**src/hdl/lrl_pkg.sv**
```systemverilog
package lrl_pkg;

	localparam int DEPTH     = 16;
	localparam int KEY_WIDTH = 32;
	localparam int KEY_IO_W  = 32;
	localparam int CNT_IO_W  = 5;
	localparam int CAP_W     = 5;
	localparam int CNT_W     = $clog2(DEPTH + 1);
	localparam int CMP_W     = (CNT_W > CAP_W) ? CNT_W : CAP_W;
	localparam logic [CAP_W-1:0] CAP_RESET = CAP_W'(16);

	typedef logic [KEY_WIDTH-1:0] key_t;
	typedef logic [CNT_W-1:0]     cnt_t;
	typedef logic [CMP_W-1:0]     cmp_t;

	typedef struct packed {
		logic valid;
		key_t key;
	} lrl_link_t;

	typedef struct packed {
		logic touch;
		logic read;
		logic full;
		key_t key;
	} lrl_cmd_t;

	typedef enum logic {
		ST_IDLE,
		ST_READ
	} lrl_state_t;

	function automatic key_t to_key(input logic signed [KEY_IO_W-1:0] k);
		logic signed [63:0] w;
		w = 64'(k);
		return w[KEY_WIDTH-1:0];
	endfunction

	function automatic logic [KEY_IO_W-1:0] from_key(input key_t k);
		logic [63:0] w;
		w = 64'(k);
		return w[KEY_IO_W-1:0];
	endfunction

endpackage

```
**src/hdl/lrl_if.sv**
```systemverilog
interface lrl_req_if;
	import lrl_pkg::*;
	logic                       valid;
	logic                       ready;
	logic signed [KEY_IO_W-1:0] request_key;
	logic                       end_of_batch;

	modport source(output valid, request_key, end_of_batch, input ready);
	modport sink(input valid, request_key, end_of_batch, output ready);
endinterface

interface lrl_rsp_if;
	import lrl_pkg::*;
	logic                       valid;
	logic                       ready;
	logic signed [KEY_IO_W-1:0] list_key;
	logic                       is_last;
	logic        [CNT_IO_W-1:0] entry_count;

	modport source(output valid, list_key, is_last, entry_count, input ready);
	modport sink(input valid, list_key, is_last, entry_count, output ready);
endinterface

```
**src/hdl/lru_recency_list.sv**
```systemverilog
// Recency list of up to list_capacity keys (0 acts as 1, above 16 as 16), kept in a row of
// compare-and-shift cells, most recent key in the first cell. For each request item taken, a
// hit moves its key to the front, a miss pushes the key in front and, when the
// list is full, drops the least recent key. The item flagged end_of_batch is applied, then the
// list is shifted out one entry per cycle while the sink is ready, most recent first, with
// is_last on the final entry and entry_count on every entry, and the list is left empty. No
// request is taken during that readout.
// Write list_capacity only while the block is idle.
module lru_recency_list (
	input  logic                            clk,
	input  logic                            arst_n,
	input  logic                            cfg_we,
	input  logic [lrl_pkg::CAP_W-1:0]       cfg_wdata,
	lrl_req_if.sink                         req,
	lrl_rsp_if.source                       rsp
);
	import lrl_pkg::*;

	lrl_state_t state_q, state_d;
	logic [CAP_W-1:0] cap_q;
	cnt_t occ_q, occ_d;
	cnt_t rem_q, rem_d;
	cmp_t cap_eff;

	logic                  rsp_valid_q;
	logic [KEY_IO_W-1:0]   list_key_q;
	logic                  is_last_q;
	logic [CNT_IO_W-1:0]   entry_count_q;

	lrl_cmd_t  cmd;
	lrl_link_t cell_st [DEPTH];
	logic      hit_chain [DEPTH+1];
	logic      accept;
	logic      emit;

	always_comb begin
		if (cap_q == '0) begin
			cap_eff = CMP_W'(1);
		end else if (CMP_W'(cap_q) > CMP_W'(DEPTH)) begin
			cap_eff = CMP_W'(DEPTH);
		end else begin
			cap_eff = CMP_W'(cap_q);
		end
	end

	assign req.ready = (state_q == ST_IDLE);
	assign accept    = req.valid && req.ready;
	assign emit      = (state_q == ST_READ) && (!rsp_valid_q || rsp.ready);

	assign cmd.touch = accept;
	assign cmd.read  = emit;
	assign cmd.full  = CMP_W'(occ_q) >= cap_eff;
	assign cmd.key   = to_key(req.request_key);

	assign hit_chain[0] = 1'b0;

	for (genvar j = 0; j < DEPTH; j++) begin : g_cell
		lrl_link_t prev_l;
		lrl_link_t next_l;
		if (j == 0) begin : g_head
			assign prev_l = '{valid: 1'b1, key: cmd.key};
		end else begin : g_body
			assign prev_l = cell_st[j-1];
		end
		if (j == DEPTH - 1) begin : g_tail
			assign next_l = '{valid: 1'b0, key: '0};
		end else begin : g_mid
			assign next_l = cell_st[j+1];
		end
		lrl_cell u_cell (
			.clk     (clk),
			.arst_n  (arst_n),
			.cmd     (cmd),
			.prev    (prev_l),
			.next    (next_l),
			.hit_in  (hit_chain[j]),
			.state   (cell_st[j]),
			.hit_out (hit_chain[j+1])
		);
	end

	always_comb begin
		state_d = state_q;
		occ_d   = occ_q;
		rem_d   = rem_q;
		case (state_q)
			ST_IDLE: begin
				if (accept) begin
					if (!hit_chain[DEPTH] && !cmd.full) begin
						occ_d = occ_q + CNT_W'(1);
					end
					if (req.end_of_batch) begin
						rem_d   = occ_d;
						state_d = ST_READ;
					end
				end
			end
			ST_READ: begin
				if (emit) begin
					rem_d = rem_q - CNT_W'(1);
					if (rem_q == CNT_W'(1)) begin
						occ_d   = '0;
						state_d = ST_IDLE;
					end
				end
			end
			default: begin
				state_d = ST_IDLE;
			end
		endcase
	end

	always_ff @(posedge clk or negedge arst_n) begin
		if (!arst_n) begin
			state_q <= ST_IDLE;
			occ_q   <= '0;
			rem_q   <= '0;
			cap_q   <= CAP_RESET;
		end else begin
			state_q <= state_d;
			occ_q   <= occ_d;
			rem_q   <= rem_d;
			if (cfg_we) begin
				cap_q <= cfg_wdata;
			end
		end
	end

	// hold the result until taken
	always_ff @(posedge clk or negedge arst_n) begin
		if (!arst_n) begin
			rsp_valid_q <= 1'b0;
		end else if (emit) begin
			rsp_valid_q <= 1'b1;
		end else if (rsp.ready) begin
			rsp_valid_q <= 1'b0;
		end
	end

	always_ff @(posedge clk) begin
		if (emit) begin
			list_key_q    <= from_key(cell_st[0].key);
			is_last_q     <= (rem_q == CNT_W'(1));
			entry_count_q <= CNT_IO_W'(occ_q);
		end
	end

	assign rsp.valid       = rsp_valid_q;
	assign rsp.list_key    = list_key_q;
	assign rsp.is_last     = is_last_q;
	assign rsp.entry_count = entry_count_q;

endmodule

```
**src/hdl/lrl_cell.sv**
```systemverilog
module lrl_cell (
	input  logic                clk,
	input  logic                arst_n,
	input  lrl_pkg::lrl_cmd_t   cmd,
	input  lrl_pkg::lrl_link_t  prev,
	input  lrl_pkg::lrl_link_t  next,
	input  logic                hit_in,
	output lrl_pkg::lrl_link_t  state,
	output logic                hit_out
);
	import lrl_pkg::*;

	logic valid_q;
	key_t key_q;
	logic match;
	logic shift;

	assign match   = valid_q && (key_q == cmd.key);
	assign hit_out = hit_in || match;
	assign shift   = cmd.touch && !hit_in && (cmd.full ? valid_q : prev.valid);
	assign state   = '{valid: valid_q, key: key_q};

	always_ff @(posedge clk or negedge arst_n) begin
		if (!arst_n) begin
			valid_q <= 1'b0;
		end else if (cmd.read) begin
			valid_q <= next.valid;
		end else if (shift) begin
			valid_q <= prev.valid;
		end
	end

	always_ff @(posedge clk) begin
		if (cmd.read) begin
			key_q <= next.key;
		end else if (shift) begin
			key_q <= prev.key;
		end
	end

endmodule

```
**src/flat_wrapper.sv**
```systemverilog
// flat-port wrapper written by rule: the top's interface ports become plain ports
module lru_recency_list_flat import lrl_pkg::*;
  (clk, arst_n, cfg_we, cfg_wdata, req_valid, req_request_key, req_end_of_batch, req_ready, rsp_valid, rsp_list_key, rsp_is_last, rsp_entry_count, rsp_ready);
  lrl_req_if req_i ();
  lrl_rsp_if rsp_i ();
  input  logic clk;
  input  logic arst_n;
  input  logic cfg_we;
  input  logic [lrl_pkg::CAP_W-1:0] cfg_wdata;
  input wire logic [$bits(req_i.valid)-1:0] req_valid;
  input wire logic [$bits(req_i.request_key)-1:0] req_request_key;
  input wire logic [$bits(req_i.end_of_batch)-1:0] req_end_of_batch;
  output wire logic [$bits(req_i.ready)-1:0] req_ready;
  output wire logic [$bits(rsp_i.valid)-1:0] rsp_valid;
  output wire logic [$bits(rsp_i.list_key)-1:0] rsp_list_key;
  output wire logic [$bits(rsp_i.is_last)-1:0] rsp_is_last;
  output wire logic [$bits(rsp_i.entry_count)-1:0] rsp_entry_count;
  input wire logic [$bits(rsp_i.ready)-1:0] rsp_ready;
  assign req_i.valid = req_valid;
  assign req_i.request_key = req_request_key;
  assign req_i.end_of_batch = req_end_of_batch;
  assign req_ready = req_i.ready;
  assign rsp_valid = rsp_i.valid;
  assign rsp_list_key = rsp_i.list_key;
  assign rsp_is_last = rsp_i.is_last;
  assign rsp_entry_count = rsp_i.entry_count;
  assign rsp_i.ready = rsp_ready;
  lru_recency_list u_core (.clk(clk), .arst_n(arst_n), .cfg_we(cfg_we), .cfg_wdata(cfg_wdata), .req(req_i), .rsp(rsp_i));
endmodule
```
**config.mk**
```make
export PLATFORM = sky130hd
export DESIGN_NAME = lru_recency_list_flat
export DESIGN_NICKNAME = d
export VERILOG_FILES = /design/src/hdl/lrl_pkg.sv /design/src/hdl/lrl_if.sv /design/src/hdl/lru_recency_list.sv /design/src/hdl/lrl_cell.sv /design/src/flat_wrapper.sv
export SDC_FILE = /design/constraint.sdc
export NUM_CORES = 2
export LEC_CHECK = 0
export ABC_AREA = 1
export BUFFER_PORTS_ARGS = -buffer_cell sky130_fd_sc_hd__buf_4
export CORE_ASPECT_RATIO = 1.5
export CORE_UTILIZATION = 60
export DETAILED_ROUTE_END_ITERATION = 12
export MAX_ROUTING_LAYER = met4
export PLACE_DENSITY_LB_ADDON = 0.25
export REMOVE_ABC_BUFFERS = 1
export SYNTH_ARGS = -nofsm -noshare
export SYNTH_HDL_FRONTEND = slang
export SYNTH_SLANG_ARGS = --single-unit
```
**constraint.sdc**
```tcl
create_clock -name clk -period 13.5 [get_ports clk]
set_input_delay 4.05 -clock clk [delete_from_list [all_inputs] [get_ports clk]]
set_output_delay 4.05 -clock clk [all_outputs]
set_load 0.01 [all_outputs]
```
==> results by stage <==
Layout:
- The final-stage net count is approximately 3700.
- The area added between synthesis and finish is 8.42%.
- The finished cells cover 33900 um2.
- The top cell types in the final layout, fill and taps aside, are 1036 x nand2_1, 518 x edfxtp_1, 499 x o21ai_0.
- The library cell used most frequently in the layout, excluding fill and tap cells, is nand2_1.
- The fraction of final layout cells sized beyond drive strength 1 is under 10%.

Timing:
- The number of endpoints with negative hold slack in the final report is 0.
- For the final routed database, the setup TNS stands at 0 ps.
- The worst path in the final design needs a cycle of 7640 ps, including I/O delays and setup.
- The maximum operating frequency is 131 MHz.
- The post-route fraction of the period consumed by the critical path is 56.6%.
- The final number of max-transition violations is 0.
- Setup repair after global routing left no endpoint under its margin.
- Setup violations remaining at the end of the flow were counted as 0.
- At the pin with the least slew margin, the transition time is about 1400 ps.
- The slack of the critical path is just under 6000 ps.
- Headroom to the max-slew limit came out at 2.78%.
- On the final layout, the worst clock skew is 33.1 ps.

Outcome:
- The flow ran to the end, and the final reports show no timing, DRC or antenna violations.

CTS:
- Hold repair after CTS inserted 0 buffers.
- The TritonCTS buffer count is 55.
- The number of gates resized after cts is 0.
- The clock input transition at the sequential cells of the worst setup and hold paths is 70 ps.
- The setup fix buffers added after clock tree synthesis is 0.
- CTS saw 583 sinks.
- The clock tree buffer depth is 3.
- The H-tree depth is 2.
- The CTS tree is done.
- The cell chosen for the clock root is clkbuf_16.
- The clock insertion delay at the later pin of the skew report is 690 ps.

Power and ir drop:
- The worst vdd rail ir drop is 161 uV.
- The leakage power summed over all cells is between 10 and 15 nW.
- The total power density per cell area is 267 nW/um2.

Place:
- The placer's final routability congestion estimate is 1.12.
- Input and output buffers added on the ports amount to 82.
- The HPWL after detailed placement is 93000 um.
- After detailed placement, the total cell area comes to 32100 um2.
- The worst slack after detailed placement is ~5400 ps.

Synthesis:
- Among all flip-flop cells after synthesis, the most frequent one is edfxtp_1.
- The number of flops mapped to enable cells by yosys is 518.
- The number of synthesis warnings is 0.
- The number of different library cells used by synthesis comes to 46.
- The cell count after synthesis came out at 3654.
- The register bit total from synthesis is between 500 and 600.
- Counting flops with an async set or reset pin after synthesis yields a share of under 10%.
- Each instance of the synthesized netlist takes up on average approximately 8.6 um2.
- The sequential-to-total area share from yosys stat is 54.4%.
- The mapped netlist covers 31300 um2.

Global route:
- The total global routing track utilization is 53.9%.
- The number of global-route vias before repair is roughly 27000.
- Entering global routing, the biggest net connects 238 pins.
- The total overflow reported by the global router is 0.
- The first-pass GRT wire length is slightly below 200000 um.
- The number of antenna violations at the first check in global routing is 10.

Floorplan:
- The region available for standard cell placement spans 51600 um2.
- The effective utilization at floorplan is 60.7%.
- The die is 282 um tall.
- The die covers 53100 um2.
- Pin placement for this block handled 83 I/O pins.
- In this run the horizontal extent of the chip is 188 um.
- The site row count is between 100 and 150.

Setup path:
- The arrival time of the worst setup path is 8190 ps.
- Along the worst path, the maximum fanout reaches 34.
- STA classifies the critical path startpoint as an input port.
- The critical path is of the in -> reg type.
- The depth of the worst register-to-register path is 13.
- For the worst setup path, the data required time is 14060 ps.
- The kind of end point of the critical path is a register.

Detailed routing:
- Before antenna repair, the detailed router went through 7 iterations.
- The detailed-route via count is between 20000 and 30000.
- The violation count after the first detailed-route iteration is 5042.
- In the final routed layout, each cell accounts on average for 30.7 um.
- The detail route stage leaves a number of antenna-violating nets equal to 0.
- After detailed routing, the number of remaining DRC violations is 0.
- The number of vias per cell is around 6.6.
- The total detailed-routing wirelength is 134000 um.

Worst hold path:
- The number of cells on the worst hold path is 0.
- In this run the worst hold path is classified as reg -> reg.

Job:
- The max-capacitance violation count is 0.
[critical path: stages]
cell	delay (ps)
buf_4	220
inv_1	500
o22ai_1	700
nor3_1	90
nand3_1	440
nor2_1	100
nand2_1	110
nand4_1	170
nor2_2	200
nand4_2	200
o21ai_4	970
o211ai_1	170
o21ai_0	140
inv_1	60
[logic make-up (layout without fill, tap and decap cells)]
| family | after synthesis | in the layout | share of synthesized area (%) |
|---|---|---|---|
| buf+inv | 664 | 669 | 8.50 |
| simple gates | 1458 | 1458 | 18.5 |
| flops | 583 | 583 | 54.4 |
| fa+ha+maj | 8 | 8 | 0.320 |
| xor+xnor | 142 | 142 | 3.97 |
| mux | 3 | 3 | 0.108 |
| other cells | 0 | 18 | 0 |
| compound gates | 796 | 796 | 14.2 |
[per-stage QoR]
step / hold slack (ps) / utilization (%) / cells / total power, mW
2_1_floorplan: 426 / - / 3448 / 5.97
3_3_place_gp: 458 / 62.2 / 4230 / 7.11
3_5_place_dp: 469 / 62.2 / 4230 / 7.19
4_1_cts: 485 / 65.7 / 4333 / 8.76
5_1_grt: 490 / 65.8 / 4348 / 9.40
6_report: 488 / 65.8 / 4353 / 9.08
[flip-flops by register name, indices dropped and copies added, names as in the netlist]
name                          flops
u_core.cap_q                      5
u_core.g_cell.u_cell.key_q      512
u_core.g_cell.u_cell.valid_q     16
u_core.occ_q                      5
u_core.rem_q                      5
u_core.rsp.entry_count            5
u_core.rsp.is_last                1
u_core.rsp.list_key              32
u_core.rsp.valid                  1
u_core.state_q                    1
[cells in the mapped netlist (33+ instances only)]
cell type	n	area share, %
a21oi_1	33	0.53
buf_2	57	0.91
clkbuf_1	117	1.4
edfxtp_1	518	50
inv_1	429	5.1
nand2_1	1037	12
nand3_1	48	0.77
nand4_1	43	0.86
nor2_1	267	3.2
o21ai_0	502	8.0
o22ai_1	191	3.8
xnor2_1	101	2.8
xor2_1	41	1.1
[layout make-up]
class                   count  area (um2)
diodes                     18        45.0
clock inverters            30         256
inverters                 458        1730
clock buffers              73        1520
well taps                 676         846
repair buffers            108         821
fillers                  4420       17600
flip-flops and latches    583       17000
multi-input cells        2407       11700
[routing by layer]
metal,global-route usage (%),wire (um),vias up
li1,-,-,12200
met1,55.6,39800,13400
met2,79.5,60200,2345
met3,18.7,15800,936
met4,52.1,17900,0
met5,-,0,-
[power breakdown]
group,internal (mW),switching (mW),leakage (nW),total [mW]
logic,0.915,2.36,7.41,3.28
clock network,0.865,0.738,0.870,1.60
registers,3.25,0.949,5.79,4.19
total,5.03,4.05,14.1,9.08
[path summary, 6_finish.rpt]
check	endpoint	slack, ps	startpoint
max	u_core.g_cell[13].u_cell.valid_q	5860	req_request_key[13]
max in group asynchronous	u_core.cap_q[4]	9780	arst_n
max reg2reg	u_core.g_cell[15].u_cell.key_q[4]	9150	u_core.g_cell[8].u_cell.key_q[26]
min in group asynchronous	u_core.g_cell[2].u_cell.valid_q	3330	arst_n
min reg2reg	u_core.rsp.list_key[14]	490	u_core.g_cell[0].u_cell.key_q[14]
min	u_core.rsp.list_key[14]	490	u_core.g_cell[0].u_cell.key_q[14]
No activity file was read; power rests on OpenSTA's default activity.
